===== src/rtl/gpdk_pkg.sv =====
// gpdk_pkg: shared types, register indexes, key codes and reset values for
// the gamepad poll to down-key block. Used by every rtl/ file but the interfaces.
package gpdk_pkg;

    localparam int unsigned KEY_W      = 16;
    localparam int unsigned NUM_BTN    = 16;
    localparam int unsigned NUM_SRC    = NUM_BTN + 4;  // buttons, two triggers, two sticks
    localparam int unsigned SRC_IDX_W  = $clog2(NUM_SRC);
    localparam int unsigned MAX_KEYS   = 18;
    localparam int unsigned CNT_W      = $clog2(MAX_KEYS);
    localparam int unsigned CFG_IDX_W  = 3;
    localparam int unsigned CFG_DATA_W = 16;

    // configuration register indexes
    localparam logic [CFG_IDX_W-1:0] CFG_BTN_MASK = 3'd0;
    localparam logic [CFG_IDX_W-1:0] CFG_LT_THR   = 3'd1;
    localparam logic [CFG_IDX_W-1:0] CFG_RT_THR   = 3'd2;
    localparam logic [CFG_IDX_W-1:0] CFG_LS_DZ    = 3'd3;
    localparam logic [CFG_IDX_W-1:0] CFG_RS_DZ    = 3'd4;

    localparam logic [15:0] RST_BTN_MASK = 16'd62463;
    localparam logic [7:0]  RST_LT_THR   = 8'd30;
    localparam logic [7:0]  RST_RT_THR   = 8'd30;
    localparam logic [15:0] RST_LS_DZ    = 16'd7849;
    localparam logic [15:0] RST_RS_DZ    = 16'd8689;

    // tan(pi/8) in Q16
    localparam logic [14:0] TAN_PI8_Q16 = 15'd27146;

    localparam logic [KEY_W-1:0] KEY_NONE = 16'd0;
    localparam logic [KEY_W-1:0] KEY_LT   = 16'd201;
    localparam logic [KEY_W-1:0] KEY_RT   = 16'd202;

    typedef enum logic [2:0] {
        DIR_UP,
        DIR_DOWN,
        DIR_RIGHT,
        DIR_LEFT,
        DIR_UP_LEFT,
        DIR_UP_RIGHT,
        DIR_DOWN_RIGHT,
        DIR_DOWN_LEFT
    } t_dir;

    localparam logic [KEY_W-1:0] LEFT_CODES [8] = '{
        16'd211, 16'd212, 16'd213, 16'd214,
        16'd22564, 16'd22565, 16'd22566, 16'd22567
    };
    localparam logic [KEY_W-1:0] RIGHT_CODES [8] = '{
        16'd215, 16'd216, 16'd217, 16'd218,
        16'd22580, 16'd22581, 16'd22582, 16'd22583
    };

    typedef struct packed {
        logic [15:0] btn_mask;
        logic [7:0]  lt_thr;
        logic [7:0]  rt_thr;
        logic [15:0] ls_dz;
        logic [15:0] rs_dz;
    } t_cfg;

    // evaluated poll handed from the evaluator to the emitter
    typedef struct packed {
        logic [NUM_BTN-1:0] buttons;
        logic               lt_hit;
        logic               rt_hit;
        logic               ls_act;
        logic               rs_act;
        t_dir               ls_dir;
        t_dir               rs_dir;
    } t_eval;

    function automatic logic [KEY_W-1:0] stick_key(input logic right, input t_dir d);
        return right ? RIGHT_CODES[d] : LEFT_CODES[d];
    endfunction

endpackage


===== src/rtl/gpdk_poll_if.sv =====
// gpdk_poll_if: poll channel, one gamepad poll per word.
// Depends on nothing.
interface gpdk_poll_if;
    logic               valid;
    logic               ready;
    logic        [15:0] button_bits;
    logic        [7:0]  left_trigger;
    logic        [7:0]  right_trigger;
    logic signed [15:0] left_x;
    logic signed [15:0] left_y;
    logic signed [15:0] right_x;
    logic signed [15:0] right_y;

    modport source (
        output valid, button_bits, left_trigger, right_trigger,
               left_x, left_y, right_x, right_y,
        input  ready
    );
    modport sink (
        input  valid, button_bits, left_trigger, right_trigger,
               left_x, left_y, right_x, right_y,
        output ready
    );
endinterface


===== src/rtl/gpdk_key_if.sv =====
// gpdk_key_if: key channel, one down-key result per word.
// Depends on nothing.
interface gpdk_key_if;
    logic        valid;
    logic        ready;
    logic [15:0] key_code;
    logic        none_down;
    logic        last_of_poll;

    modport source (output valid, key_code, none_down, last_of_poll, input ready);
    modport sink   (input  valid, key_code, none_down, last_of_poll, output ready);
endinterface


===== src/rtl/gpdk_cfg_if.sv =====
// gpdk_cfg_if: register write channel, index and data per word.
// Depends on nothing.
interface gpdk_cfg_if;
    logic        valid;
    logic        ready;
    logic [2:0]  index;
    logic [15:0] data;

    modport source (output valid, index, data, input ready);
    modport sink   (input  valid, index, data, output ready);
endinterface


===== src/rtl/gpdk_cfg_regs.sv =====
// gpdk_cfg_regs: configuration register file written over the cfg channel.
// Depends on gpdk_pkg and gpdk_cfg_if.
module gpdk_cfg_regs (
    input  logic            i_clk,
    input  logic            i_rst_n,
    gpdk_cfg_if.sink        i_cfg,
    output gpdk_pkg::t_cfg  o_cfg
);

    gpdk_pkg::t_cfg r_cfg;

    assign i_cfg.ready = 1'b1;
    assign o_cfg       = r_cfg;

    always_ff @(posedge i_clk) begin
        if (!i_rst_n) begin
            r_cfg.btn_mask <= gpdk_pkg::RST_BTN_MASK;
            r_cfg.lt_thr   <= gpdk_pkg::RST_LT_THR;
            r_cfg.rt_thr   <= gpdk_pkg::RST_RT_THR;
            r_cfg.ls_dz    <= gpdk_pkg::RST_LS_DZ;
            r_cfg.rs_dz    <= gpdk_pkg::RST_RS_DZ;
        end else if (i_cfg.valid) begin
            case (i_cfg.index)
                gpdk_pkg::CFG_BTN_MASK: r_cfg.btn_mask <= i_cfg.data;
                gpdk_pkg::CFG_LT_THR:   r_cfg.lt_thr   <= i_cfg.data[7:0];
                gpdk_pkg::CFG_RT_THR:   r_cfg.rt_thr   <= i_cfg.data[7:0];
                gpdk_pkg::CFG_LS_DZ:    r_cfg.ls_dz    <= i_cfg.data;
                gpdk_pkg::CFG_RS_DZ:    r_cfg.rs_dz    <= i_cfg.data;
                default: ;
            endcase
        end
    end

endmodule


===== src/rtl/gpdk_stick.sv =====
// gpdk_stick: two-stage stick classifier, squares and tangent products first,
// then deadzone test and sector choice. Depends on gpdk_pkg.
module gpdk_stick (
    input  logic               i_clk,
    input  logic               i_ld_b,
    input  logic               i_ld_c,
    input  logic signed [15:0] i_x,
    input  logic signed [15:0] i_y,
    input  logic        [15:0] i_dz,
    output logic               o_act,
    output gpdk_pkg::t_dir     o_dir
);

    logic [15:0] xu, yu, ax, ay;
    logic [30:0] r_ax2, r_ay2;
    logic [31:0] r_d2;
    logic [29:0] r_axk, r_ayk;
    logic [15:0] r_ax, r_ay;
    logic        r_xneg, r_xpos, r_yneg, r_ypos, r_zero;

    logic [31:0] r2;
    logic        horiz, vert, act;
    gpdk_pkg::t_dir dir;
    logic        r_act;
    gpdk_pkg::t_dir r_dir;

    assign xu = i_x;
    assign yu = i_y;
    // magnitude fits 16 bits unsigned, including the most negative value
    assign ax = xu[15] ? (~xu + 16'd1) : xu;
    assign ay = yu[15] ? (~yu + 16'd1) : yu;

    always_ff @(posedge i_clk) begin
        if (i_ld_b) begin
            r_ax2  <= 31'(ax) * 31'(ax);
            r_ay2  <= 31'(ay) * 31'(ay);
            r_d2   <= 32'(i_dz) * 32'(i_dz);
            r_axk  <= 30'(ax) * 30'(gpdk_pkg::TAN_PI8_Q16);
            r_ayk  <= 30'(ay) * 30'(gpdk_pkg::TAN_PI8_Q16);
            r_ax   <= ax;
            r_ay   <= ay;
            r_xneg <= xu[15];
            r_xpos <= !xu[15] && (xu != 16'd0);
            r_yneg <= yu[15];
            r_ypos <= !yu[15] && (yu != 16'd0);
            r_zero <= (xu == 16'd0) && (yu == 16'd0);
        end
    end

    always_comb begin
        r2    = 32'(r_ax2) + 32'(r_ay2);
        act   = !r_zero && (r2 > r_d2);
        // ties on a sector edge go to the axis, horizontal first
        horiz = {r_ay, 16'd0} <= {2'd0, r_axk};
        vert  = {r_ax, 16'd0} <= {2'd0, r_ayk};
        if (horiz) begin
            dir = r_xneg ? gpdk_pkg::DIR_LEFT : gpdk_pkg::DIR_RIGHT;
        end else if (vert) begin
            dir = r_yneg ? gpdk_pkg::DIR_DOWN : gpdk_pkg::DIR_UP;
        end else if (r_ypos) begin
            dir = r_xpos ? gpdk_pkg::DIR_UP_RIGHT : gpdk_pkg::DIR_UP_LEFT;
        end else begin
            dir = r_xpos ? gpdk_pkg::DIR_DOWN_RIGHT : gpdk_pkg::DIR_DOWN_LEFT;
        end
    end

    always_ff @(posedge i_clk) begin
        if (i_ld_c) begin
            r_act <= act;
            r_dir <= dir;
        end
    end

    assign o_act = r_act;
    assign o_dir = r_dir;

endmodule


===== src/rtl/gpdk_eval.sv =====
// gpdk_eval: three-stage evaluator: poll register, products, active flags.
// Depends on gpdk_pkg, gpdk_poll_if and gpdk_stick.
module gpdk_eval (
    input  logic              i_clk,
    input  logic              i_rst_n,
    input  gpdk_pkg::t_cfg    i_cfg,
    gpdk_poll_if.sink         i_poll,
    output logic              o_valid,
    input  logic              i_ready,
    output gpdk_pkg::t_eval   o_eval
);

    logic r_a_v, r_b_v, r_c_v;
    logic rdy_a, rdy_b, rdy_c;
    logic ld_a, ld_b, ld_c;

    logic        [15:0] r_a_btn;
    logic        [7:0]  r_a_lt, r_a_rt;
    logic signed [15:0] r_a_lx, r_a_ly, r_a_rx, r_a_ry;

    logic [15:0] r_b_btn, r_c_btn;
    logic        r_b_lt, r_b_rt, r_c_lt, r_c_rt;

    logic           ls_act, rs_act;
    gpdk_pkg::t_dir ls_dir, rs_dir;

    assign rdy_c = !r_c_v || i_ready;
    assign rdy_b = !r_b_v || rdy_c;
    assign rdy_a = !r_a_v || rdy_b;
    assign ld_a  = i_poll.valid && rdy_a;
    assign ld_b  = r_a_v && rdy_b;
    assign ld_c  = r_b_v && rdy_c;

    assign i_poll.ready = rdy_a;

    always_ff @(posedge i_clk) begin
        if (!i_rst_n) begin
            r_a_v <= 1'b0;
            r_b_v <= 1'b0;
            r_c_v <= 1'b0;
        end else begin
            if (rdy_a) r_a_v <= i_poll.valid;
            if (rdy_b) r_b_v <= r_a_v;
            if (rdy_c) r_c_v <= r_b_v;
        end
    end

    always_ff @(posedge i_clk) begin
        if (ld_a) begin
            r_a_btn <= i_poll.button_bits;
            r_a_lt  <= i_poll.left_trigger;
            r_a_rt  <= i_poll.right_trigger;
            r_a_lx  <= i_poll.left_x;
            r_a_ly  <= i_poll.left_y;
            r_a_rx  <= i_poll.right_x;
            r_a_ry  <= i_poll.right_y;
        end
        if (ld_b) begin
            r_b_btn <= r_a_btn & i_cfg.btn_mask;
            r_b_lt  <= r_a_lt > i_cfg.lt_thr;
            r_b_rt  <= r_a_rt > i_cfg.rt_thr;
        end
        if (ld_c) begin
            r_c_btn <= r_b_btn;
            r_c_lt  <= r_b_lt;
            r_c_rt  <= r_b_rt;
        end
    end

    gpdk_stick u_left (
        .i_clk  (i_clk),
        .i_ld_b (ld_b),
        .i_ld_c (ld_c),
        .i_x    (r_a_lx),
        .i_y    (r_a_ly),
        .i_dz   (i_cfg.ls_dz),
        .o_act  (ls_act),
        .o_dir  (ls_dir)
    );

    gpdk_stick u_right (
        .i_clk  (i_clk),
        .i_ld_b (ld_b),
        .i_ld_c (ld_c),
        .i_x    (r_a_rx),
        .i_y    (r_a_ry),
        .i_dz   (i_cfg.rs_dz),
        .o_act  (rs_act),
        .o_dir  (rs_dir)
    );

    assign o_valid        = r_c_v;
    assign o_eval.buttons = r_c_btn;
    assign o_eval.lt_hit  = r_c_lt;
    assign o_eval.rt_hit  = r_c_rt;
    assign o_eval.ls_act  = ls_act;
    assign o_eval.rs_act  = rs_act;
    assign o_eval.ls_dir  = ls_dir;
    assign o_eval.rs_dir  = rs_dir;

endmodule


===== src/rtl/gpdk_emit.sv =====
// gpdk_emit: walks one poll's active set, lowest source first, into an output
// register, one key word per cycle unless o_key stalls. Uses gpdk_pkg, gpdk_key_if.
module gpdk_emit (
    input  logic              i_clk,
    input  logic              i_rst_n,
    input  logic              i_valid,
    output logic              o_ready,
    input  gpdk_pkg::t_eval   i_eval,
    gpdk_key_if.source        o_key
);

    localparam int unsigned NS = gpdk_pkg::NUM_SRC;
    localparam int unsigned NB = gpdk_pkg::NUM_BTN;
    localparam int unsigned KW = gpdk_pkg::KEY_W;
    localparam int unsigned CW = gpdk_pkg::CNT_W;

    logic [NS-1:0]   r_pend, n_pend;
    logic            r_busy, n_busy;
    logic            r_none, n_none;
    logic [CW-1:0]   r_cnt, n_cnt;
    gpdk_pkg::t_dir  r_ls_dir, r_rs_dir;

    logic            r_o_v, n_o_v;
    logic [KW-1:0]   r_o_code, n_o_code;
    logic            r_o_none, n_o_none;
    logic            r_o_last, n_o_last;

    logic [NS-1:0]   src_in, pick, rest;
    logic [KW-1:0]   code;
    logic            out_free, emit, last, load;

    assign src_in = {i_eval.rs_act, i_eval.ls_act, i_eval.rt_hit, i_eval.lt_hit,
                     i_eval.buttons};

    always_comb begin
        // isolate the lowest pending source
        pick = r_pend & (~r_pend + NS'(1));
        rest = r_pend & ~pick;
        code = gpdk_pkg::KEY_NONE;
        for (int i = 0; i < NB; i++) begin
            if (pick[i]) code = code | (KW'(1) << i);
        end
        if (pick[NB])     code = code | gpdk_pkg::KEY_LT;
        if (pick[NB + 1]) code = code | gpdk_pkg::KEY_RT;
        if (pick[NB + 2]) code = code | gpdk_pkg::stick_key(1'b0, r_ls_dir);
        if (pick[NB + 3]) code = code | gpdk_pkg::stick_key(1'b1, r_rs_dir);

        out_free = !r_o_v || o_key.ready;
        emit     = r_busy && out_free;
        last     = r_none || (rest == '0) || (r_cnt == CW'(gpdk_pkg::MAX_KEYS - 1));
        o_ready  = !r_busy || (out_free && last);
        load     = i_valid && o_ready;

        n_pend   = r_pend;
        n_busy   = r_busy;
        n_none   = r_none;
        n_cnt    = r_cnt;
        n_o_v    = r_o_v && !o_key.ready;
        n_o_code = r_o_code;
        n_o_none = r_o_none;
        n_o_last = r_o_last;

        if (emit) begin
            n_o_v    = 1'b1;
            n_o_code = r_none ? gpdk_pkg::KEY_NONE : code;
            n_o_none = r_none;
            n_o_last = last;
            n_pend   = rest;
            n_cnt    = r_cnt + CW'(1);
            if (last) n_busy = 1'b0;
        end
        if (load) begin
            n_pend = src_in;
            n_busy = 1'b1;
            n_none = (src_in == '0);
            n_cnt  = '0;
        end
    end

    always_ff @(posedge i_clk) begin
        if (!i_rst_n) begin
            r_busy <= 1'b0;
            r_o_v  <= 1'b0;
        end else begin
            r_busy <= n_busy;
            r_o_v  <= n_o_v;
        end
    end

    always_ff @(posedge i_clk) begin
        r_pend   <= n_pend;
        r_none   <= n_none;
        r_cnt    <= n_cnt;
        r_o_code <= n_o_code;
        r_o_none <= n_o_none;
        r_o_last <= n_o_last;
        if (load) begin
            r_ls_dir <= i_eval.ls_dir;
            r_rs_dir <= i_eval.rs_dir;
        end
    end

    assign o_key.valid        = r_o_v;
    assign o_key.key_code     = r_o_code;
    assign o_key.none_down    = r_o_none;
    assign o_key.last_of_poll = r_o_last;

endmodule


===== src/rtl/gamepad_state_to_down_keys.sv =====
// gamepad_state_to_down_keys: gamepad poll to down-key list, top level.
// Depends on gpdk_pkg, the gpdk_*_if interfaces, gpdk_cfg_regs, gpdk_eval, gpdk_emit.
//
//   channel  dir  word                                          handshake
//   i_poll   in   buttons, two triggers, two stick x/y pairs    valid/ready
//   o_key    out  key_code, none_down, last_of_poll             valid/ready
//   i_cfg    in   register index, write data                    valid/ready (ready high)
//
// A poll gives max(1, min(n, 18)) key words, n = active inputs, one per cycle
// unless o_key stalls. The output walker sets the rate, and the next poll is
// taken in the cycle its predecessor's last word goes out. After the poll is
// accepted, the first word passes two more evaluation stages, the walker and
// the output register. Stalls on o_key back up through the stages.
// Reset is synchronous; it clears the valid flags and restores register defaults.
module gamepad_state_to_down_keys (
    input  logic        i_clk,
    input  logic        i_rst_n,
    gpdk_poll_if.sink   i_poll,
    gpdk_key_if.source  o_key,
    gpdk_cfg_if.sink    i_cfg
);

    gpdk_pkg::t_cfg  cfg;
    gpdk_pkg::t_eval ev;
    logic            ev_valid, ev_ready;

    gpdk_cfg_regs u_cfg (
        .i_clk   (i_clk),
        .i_rst_n (i_rst_n),
        .i_cfg   (i_cfg),
        .o_cfg   (cfg)
    );

    gpdk_eval u_eval (
        .i_clk   (i_clk),
        .i_rst_n (i_rst_n),
        .i_cfg   (cfg),
        .i_poll  (i_poll),
        .o_valid (ev_valid),
        .i_ready (ev_ready),
        .o_eval  (ev)
    );

    gpdk_emit u_emit (
        .i_clk   (i_clk),
        .i_rst_n (i_rst_n),
        .i_valid (ev_valid),
        .o_ready (ev_ready),
        .i_eval  (ev),
        .o_key   (o_key)
    );

endmodule


===== src/flat_wrapper.sv =====
// flat-port wrapper written by rule: the top's interface ports become plain ports
module gamepad_state_to_down_keys_flat 
  (i_clk, i_rst_n, i_poll_valid, i_poll_button_bits, i_poll_left_trigger, i_poll_right_trigger, i_poll_left_x, i_poll_left_y, i_poll_right_x, i_poll_right_y, i_poll_ready, o_key_valid, o_key_key_code, o_key_none_down, o_key_last_of_poll, o_key_ready, i_cfg_valid, i_cfg_index, i_cfg_data, i_cfg_ready);
  gpdk_poll_if i_poll_i ();
  gpdk_key_if o_key_i ();
  gpdk_cfg_if i_cfg_i ();
  input  logic i_clk;
  input  logic i_rst_n;
  input wire logic [$bits(i_poll_i.valid)-1:0] i_poll_valid;
  input wire logic [$bits(i_poll_i.button_bits)-1:0] i_poll_button_bits;
  input wire logic [$bits(i_poll_i.left_trigger)-1:0] i_poll_left_trigger;
  input wire logic [$bits(i_poll_i.right_trigger)-1:0] i_poll_right_trigger;
  input wire logic [$bits(i_poll_i.left_x)-1:0] i_poll_left_x;
  input wire logic [$bits(i_poll_i.left_y)-1:0] i_poll_left_y;
  input wire logic [$bits(i_poll_i.right_x)-1:0] i_poll_right_x;
  input wire logic [$bits(i_poll_i.right_y)-1:0] i_poll_right_y;
  output wire logic [$bits(i_poll_i.ready)-1:0] i_poll_ready;
  output wire logic [$bits(o_key_i.valid)-1:0] o_key_valid;
  output wire logic [$bits(o_key_i.key_code)-1:0] o_key_key_code;
  output wire logic [$bits(o_key_i.none_down)-1:0] o_key_none_down;
  output wire logic [$bits(o_key_i.last_of_poll)-1:0] o_key_last_of_poll;
  input wire logic [$bits(o_key_i.ready)-1:0] o_key_ready;
  input wire logic [$bits(i_cfg_i.valid)-1:0] i_cfg_valid;
  input wire logic [$bits(i_cfg_i.index)-1:0] i_cfg_index;
  input wire logic [$bits(i_cfg_i.data)-1:0] i_cfg_data;
  output wire logic [$bits(i_cfg_i.ready)-1:0] i_cfg_ready;
  assign i_poll_i.valid = i_poll_valid;
  assign i_poll_i.button_bits = i_poll_button_bits;
  assign i_poll_i.left_trigger = i_poll_left_trigger;
  assign i_poll_i.right_trigger = i_poll_right_trigger;
  assign i_poll_i.left_x = i_poll_left_x;
  assign i_poll_i.left_y = i_poll_left_y;
  assign i_poll_i.right_x = i_poll_right_x;
  assign i_poll_i.right_y = i_poll_right_y;
  assign i_poll_ready = i_poll_i.ready;
  assign o_key_valid = o_key_i.valid;
  assign o_key_key_code = o_key_i.key_code;
  assign o_key_none_down = o_key_i.none_down;
  assign o_key_last_of_poll = o_key_i.last_of_poll;
  assign o_key_i.ready = o_key_ready;
  assign i_cfg_i.valid = i_cfg_valid;
  assign i_cfg_i.index = i_cfg_index;
  assign i_cfg_i.data = i_cfg_data;
  assign i_cfg_ready = i_cfg_i.ready;
  gamepad_state_to_down_keys u_core (.i_clk(i_clk), .i_rst_n(i_rst_n), .i_poll(i_poll_i), .o_key(o_key_i), .i_cfg(i_cfg_i));
endmodule

===== config.mk =====
export PLATFORM = sky130hd
export DESIGN_NAME = gamepad_state_to_down_keys_flat
export DESIGN_NICKNAME = d
export VERILOG_FILES = /design/src/rtl/gpdk_pkg.sv /design/src/rtl/gpdk_poll_if.sv /design/src/rtl/gpdk_key_if.sv /design/src/rtl/gpdk_cfg_if.sv /design/src/rtl/gpdk_cfg_regs.sv /design/src/rtl/gpdk_stick.sv /design/src/rtl/gpdk_eval.sv /design/src/rtl/gpdk_emit.sv /design/src/rtl/gamepad_state_to_down_keys.sv /design/src/flat_wrapper.sv
export SDC_FILE = /design/constraint.sdc
export NUM_CORES = 2
export LEC_CHECK = 0
export BUFFER_PORTS_ARGS = -buffer_cell sky130_fd_sc_hd__buf_2
export CAP_MARGIN = 30
export CORE_UTILIZATION = 45
export DETAILED_ROUTE_END_ITERATION = 8
export MAX_ROUTING_LAYER = met4
export SLEW_MARGIN = 5
export SYNTH_ARGS = -nofsm -noshare
export SYNTH_HDL_FRONTEND = slang
export SYNTH_SLANG_ARGS = --single-unit

===== constraint.sdc =====
create_clock -name i_clk -period 46.9 [get_ports i_clk]
set_input_delay 14.07 -clock i_clk [delete_from_list [all_inputs] [get_ports i_clk]]
set_output_delay 14.07 -clock i_clk [all_outputs]
set_load 0.005 [all_outputs]

# Word level (Yosys, flattened, before mapping)

Memories as Yosys holds them, arrays and structs flattened.
Index checks and enable logic that the tools add are counted.

$add $sub $neg: 8
Multipliers: 10
Div/mod/pow operators: 0
Order comparisons: 10
Equality and inequality tests: 5
Shift operators: 0
Multiplexer cells: 48
Bitwise operators: 13
Reductions and logical operators: 53

Operator list:

| operator                                             | number |
|---|---|
| 2-to-1 mux 16 bit                                    | 11 |
| less-or-equal comparator 32 x 30 -> 1 bit            | 4 |
| multiplier 16 x 16 -> 31 bit                         | 4 |
| multiplier 16 x 14 -> 29 bit (second input constant) | 4 |
| adder 16 x 1 -> 16 bit (second input constant)       | 4 |
| adder 31 x 31 -> 32 bit                              | 2 |
| greater-than comparator 32 bit                       | 2 |
| zero test 16 bit                                     | 4 |
| multiplier 16 x 16 -> 32 bit                         | 2 |
| inverter 16 bit                                      | 4 |
| nonzero test 16 bit                                  | 4 |
| bitwise AND 20 bit                                   | 2 |
| zero test 20 bit                                     | 2 |
| 2-to-1 mux 20 bit                                    | 2 |
| inverter 20 bit                                      | 2 |
| OR 16 bit                                            | 2 |
| 2-to-1 mux 8 bit                                     | 3 |
| 2-to-1 mux 3 bit                                     | 7 |
| adder 20 x 1 -> 20 bit (second input constant)       | 1 |
| bitwise AND 16 bit                                   | 1 |
| greater-than comparator 8 bit                        | 2 |
| logical AND 1 bit                                    | 15 |
| 2-to-1 mux 15 bit                                    | 1 |
| 2-to-1 mux 14 bit                                    | 1 |
| 23 further kinds                                     | 61 |

Bits in registers: 637
Bits in latches: 0
Bits in writable memories: 0
Bits in read-only memories: 256
Input port bits: 120
Output and inout port bits: 21
Word-level logic and storage cells: 208
Memories: 2

Memories:

| memory          | words | width | rd ports | clocked after Yosys merged registers in | write ports | line           | source |
|---|---|---|---|---|---|---|---|
| (no name shown) | 8     | 16    | 1        | 0                                       | 0           | gpdk_pkg.sv:74 | `return right ? RIGHT_CODES[d] : LEFT_CODES[d];` |
| (no name shown) | 8     | 16    | 1        | 0                                       | 0           | gpdk_pkg.sv:74 |  |

# Depth between registers and ports, before layout

Depth in word-level cells: 25
Gate-level depth with buffers: 35
Gate-level depth less buffers: 32

# By module

Synthesis repeated with hierarchy kept, for this count alone.

Cell total of the unflattened synthesis: 8152
Area total of the unflattened synthesis: 82935.8 um^2

By module, submodules not included:

| module                             | times used | cells an instance | area an instance (um^2) | sequential area each (um^2) |
|---|---|---|---|---|
| gpdk_stick (u_core.u_eval.u_right) | 1          | 3723              | 36426.2                 | 5525.3 |
| gpdk_stick (u_core.u_eval.u_left)  | 1          | 3651              | 36201.0                 | 5525.3 |
| gpdk_eval                          | 1          | 219               | 4644.5                  | 4023.9 |
| gpdk_emit                          | 1          | 305               | 3050.4                  | 1491.4 |
| gpdk_cfg_regs                      | 1          | 254               | 2613.8                  | 1281.2 |

# Least setup slack after synthesis

OpenSTA, ideal clock, no wires.

Path kind: input -> register
Start: input o_key_ready
End: register u_core.u_eval.r_b_btn[0] (enable)
Setup time: 1.171 ns
Arrival: 31.164 ns
Required time: 45.729 ns
Path slack: 14.565 ns
Stages: 4
Path buffers: 0
Path through: nand2b_1 -> a21oi_2 -> and3_1 -> nor2b_1

Longest elaborated chain between the ends: 6

RTL lines:

| item                         | line               | source |
|---|---|---|
| start: declaration           | flat_wrapper.sv:22 | `input wire logic [$bits(o_key_i.ready)-1:0] o_key_ready;` |
| logical OR 1 bit             | gpdk_emit.sv:48    | `out_free = !r_o_v \|\| o_key.ready;` |
| logical AND 1 bit            | gpdk_emit.sv:51    | `o_ready = !r_busy \|\| (out_free && last);` |
| logical OR 1 bit             | gpdk_emit.sv:51    |  |
| logical OR 1 bit             | gpdk_eval.sv:27    | `assign rdy_c = !r_c_v \|\| i_ready;` |
| logical OR 1 bit             | gpdk_eval.sv:28    | `assign rdy_b = !r_b_v \|\| rdy_c;` |
| logical AND 1 bit            | gpdk_eval.sv:31    | `assign ld_b = r_a_v && rdy_b;` |
| named net u_core.u_eval.ld_b | gpdk_eval.sv:15    | `logic ld_a, ld_b, ld_c;` |
| end signal: assignment       | gpdk_eval.sv:59    | `r_b_btn <= r_a_btn & i_cfg.btn_mask;` |
| end: declaration             | gpdk_eval.sv:21    | `logic [15:0] r_b_btn, r_c_btn;` |

The timed path passes the listed nets, and every way through them passes these cells.
A chain may end at the register's enable or synchronous reset.

# Final worst setup path

Start: input o_key_ready
End: output i_poll_ready

Longest elaborated chain between the ends: 6

RTL lines:

| item              | line               | source |
|---|---|---|
| logical OR 1 bit  | gpdk_emit.sv:48    |  |
| logical AND 1 bit | gpdk_emit.sv:51    |  |
| logical OR 1 bit  | gpdk_emit.sv:51    |  |
| logical OR 1 bit  | gpdk_eval.sv:27    |  |
| logical OR 1 bit  | gpdk_eval.sv:28    |  |
| logical OR 1 bit  | gpdk_eval.sv:29    | `assign rdy_a = !r_a_v \|\| rdy_b;` |
| end: declaration  | flat_wrapper.sv:17 | `output wire logic [$bits(i_poll_i.ready)-1:0] i_poll_ready;` |

No other way between the ends.

==> results_dict.tcl <==
set metrics [dict create \
    finalClockSkew_ns 0.0551 \
    num_rows 156 \
    synth_cell_types 97 \
    ys_seq_area_frac 0.218 \
    layout_common_cells "inv_1 (1,809), ha_1 (1,238), fa_1 (1,134)" \
    crit_slowest_cell "and3_1" \
    dp.cells 10600 \
    synthFlopType "edfxtp_1" \
    syn_to_final_growth_pct 8.10 \
    dp_hpwl_um 160000 \
    initial_utilization 0.453 \
    worstPathMaxFanout 25 \
    cts_hold_buf 0 \
    setup_viol 0 \
    core_um2 181000 \
    clock_latency_ns 0.71 \
    layout_commonest_cell "inv_1" \
    drt-initial-drc-count 2850 \
    max_stage_delay_ns 0.37 \
    dieArea_um2 184000 \
    required_ns 32.83 \
    worst_ep_arrival_time_ns 15.40 \
    clockBufferDepth 3 \
    avgSynthCellArea_um2 10.1 \
    cts_tree "yes" \
    ioPinCount 141 \
    fmax_mhz 33.9 \
    cts_made_buffers 76 \
    post_cts_buffers 0 \
    vias_per_cell 5.20 \
    grt_busiest_layer "met2" \
    antenna_found_initial 5 \
    detail_route.wl_per_cell_um 18.0 \
    cts.sinks 619 \
    die_w_um 429 \
    synth_edf_count 545 \
    portBuffers 139 \
    htreeDepth 3 \
    rsz0062_at_grt "no" \
    maxSlewViolCount 0 \
    setup_slack_ns 17.43 \
    finalNonFillerCells 10700 \
    grt_start_max_net_pins 85 \
    tns_ns 0 \
    grt_first_pass_wirelength_um 316000 \
    hold_viol_final 0 \
    pre_cts_slack_ns 17.44 \
    drt_pass1_iterations 5 \
    use_met1 0.274 \
    worstPathCellList "buf_2, nand2b_1, a21oi_2, buf_4, and3_1, nand2_1, buf_2" \
    gr-total-overflow 0 \
    synthArstFlopShare 0 \
    drive_above_1_share 0.0494 \
    groute.usage.overall 0.224 \
    drc 0 \
    start_kind "primary input" \
    path_clk_slew_ns 0.06 \
    cp_common_cell "buf_2" \
    place.gp.congestion 0.900 \
    synth-seq-cells 619 \
    slew_headroom 0.300 \
    post_cts_resized 0 \
    syn_inst 8108 \
    min_path_type "flip-flop to flip-flop" \
    wirelength_um 194000 \
    fin_crit_ns 29.47 \
    worst_pin_slew_ns 1.05 \
    ant_nets 0 \
    grt_pass1_vias 59500 \
    cts_root_buffer "clkbuf_16" \
    use_met3 0.0212 \
    syn_area_um2 82000 \
    setup.worst_path.class "primary input to primary output" \
    outcome "complete, no violations" \
    layout.nets 10800 \
    grt_use_met2 0.388 \
    yosys_warnings 0 \
    fp.dieH_um 429 \
    end_kind "primary output" \
    min_period_over_period 0.628 \
    cap_violations 0 \
    via_count 55800 \
]
## cell families (layout without fill, tap and decap cells)
family	after synthesis	in the layout	share of synthesized area
XOR/XNOR	407	407	0.0436
AND/OR/NAND/NOR	1691	1691	0.0969
other	2	45	0.0000916
multiplexers	10	10	0.00133
buffers and inverters	1955	2175	0.0899
flip-flops	619	619	0.218
AO/OA/AOI/OAI	1048	1048	0.0842
adder cells (fa/ha/maj)	2376	2376	0.466
## synthesized netlist by cell type, types with 8 or more instances
library cell	number	area share
a2111oi_0	9	0.00096
a211o_1	9	0.00096
a211oi_1	37	0.0034
a21boi_0	38	0.0035
a21o_1	174	0.016
a21oi_1	303	0.018
a221oi_1	12	0.0013
a311oi_1	9	0.00096
a31o_2	9	0.00096
a31oi_1	32	0.0024
and2_1	155	0.012
and3_1	45	0.0034
and4_1	8	0.00085
clkbuf_1	121	0.0055
clkinv_1	13	0.00060
dfxtp_1	74	0.018
edfxtp_1	545	0.20
fa_1	1134	0.28
ha_1	1238	0.19
inv_1	1809	0.083
nand2_1	639	0.029
nand2b_1	47	0.0036
nand3_1	96	0.0059
nand4_1	45	0.0034
nor2_1	393	0.018
nor2b_1	61	0.0047
nor3_1	68	0.0042
nor4_1	35	0.0027
o211ai_1	30	0.0027
o21a_1	48	0.0044
o21ai_0	154	0.0094
o21ai_1	8	0.00049
o21bai_1	41	0.0038
o22ai_1	22	0.0017
o31a_1	8	0.00085
o31ai_1	28	0.0026
o41ai_1	10	0.0011
or2_2	28	0.0021
or3_1	22	0.0017
or4_1	11	0.0010
xnor2_1	294	0.031
xor2_1	112	0.012
## through the flow
| stage | hold WS (ns) | util | area [um^2] |
|---|---|---|---|
| after detailed placement | 0.405 | 0.475 | 85900 |
| final | 0.415 | 0.490 | 88600 |
| after global routing | 0.409 | 0.490 | 88600 |
| after CTS | 0.398 | 0.489 | 88500 |
| after global placement | 0.407 | 0.475 | 85900 |
| after floorplan | 0.400 | - | 82100 |
## state kept, by name (all words and copies together), names as in the netlist, 16 cells and up
name                          count
u_core.u_eval.r_a_ry             16
u_core.u_eval.u_right.r_ay       16
u_core.u_eval.u_right.r_ax       16
u_core.u_eval.u_right.r_axk      27
u_core.u_eval.u_right.r_ay2      29
u_core.u_eval.r_a_lx             16
u_core.u_cfg.o_cfg               64
u_core.u_eval.u_left.r_d2        31
u_core.u_eval.u_left.r_ay2       29
u_core.u_eval.u_left.r_ax        16
u_core.u_eval.u_left.r_axk       27
u_core.u_emit.o_key.key_code     16
u_core.u_emit.r_pend             20
u_core.u_eval.u_left.r_ay        16
u_core.u_eval.r_c_btn            16
u_core.u_eval.u_right.r_ax2      29
u_core.u_eval.r_b_btn            16
u_core.u_eval.r_a_ly             16
u_core.u_eval.u_right.r_ayk      27
u_core.u_eval.r_a_rx             16
u_core.u_eval.u_left.r_ayk       27
u_core.u_eval.r_a_btn            16
u_core.u_eval.u_right.r_d2       31
u_core.u_eval.u_left.r_ax2       29
## worst paths after layout
check,to,start,slack [ns],cells past startpoint
min,u_core.u_emit.r_rs_dir[1],u_core.u_eval.u_right.o_dir[1],0.42,0
max reg2reg,u_core.u_eval.u_right.r_ax2[30],u_core.u_eval.r_a_rx[0],36.55,29
min reg2reg,u_core.u_emit.r_rs_dir[1],u_core.u_eval.u_right.o_dir[1],0.42,0
max,i_poll_ready,o_key_ready,17.43,7
## final cells by class
cell class	instances	area [um^2]
antenna	4	10.0
clock buffer	94	2060
clock inverter	43	552
fill	16700	92300
inverter	1826	6850
multi-input combinational	5573	57000
sequential	619	17800
tap	2370	2970
timing repair buffer	212	1300
## worst max-delay path: cells and delay by family
| family | cells | cell delay, ns |
|---|---|---|
| buf+inv | 3 | 0.55 |
| compound gates | 1 | 0.12 |
| simple gates | 3 | 0.66 |
## metal layers
metal / vias to the layer above / share of wire / routed length (um)
met3: 271 / 0.033 / 6340
met1: 27900 / 0.43 / 82600
met2: 1013 / 0.51 / 98700
met4: 0 / 0.032 / 6220
met5: - / 0 / 0
li1: 26600 / - / -
Power is left out: the tool's default activity adds up to more than one toggle a clock period on the data nets, which glitch-free logic cannot reach.
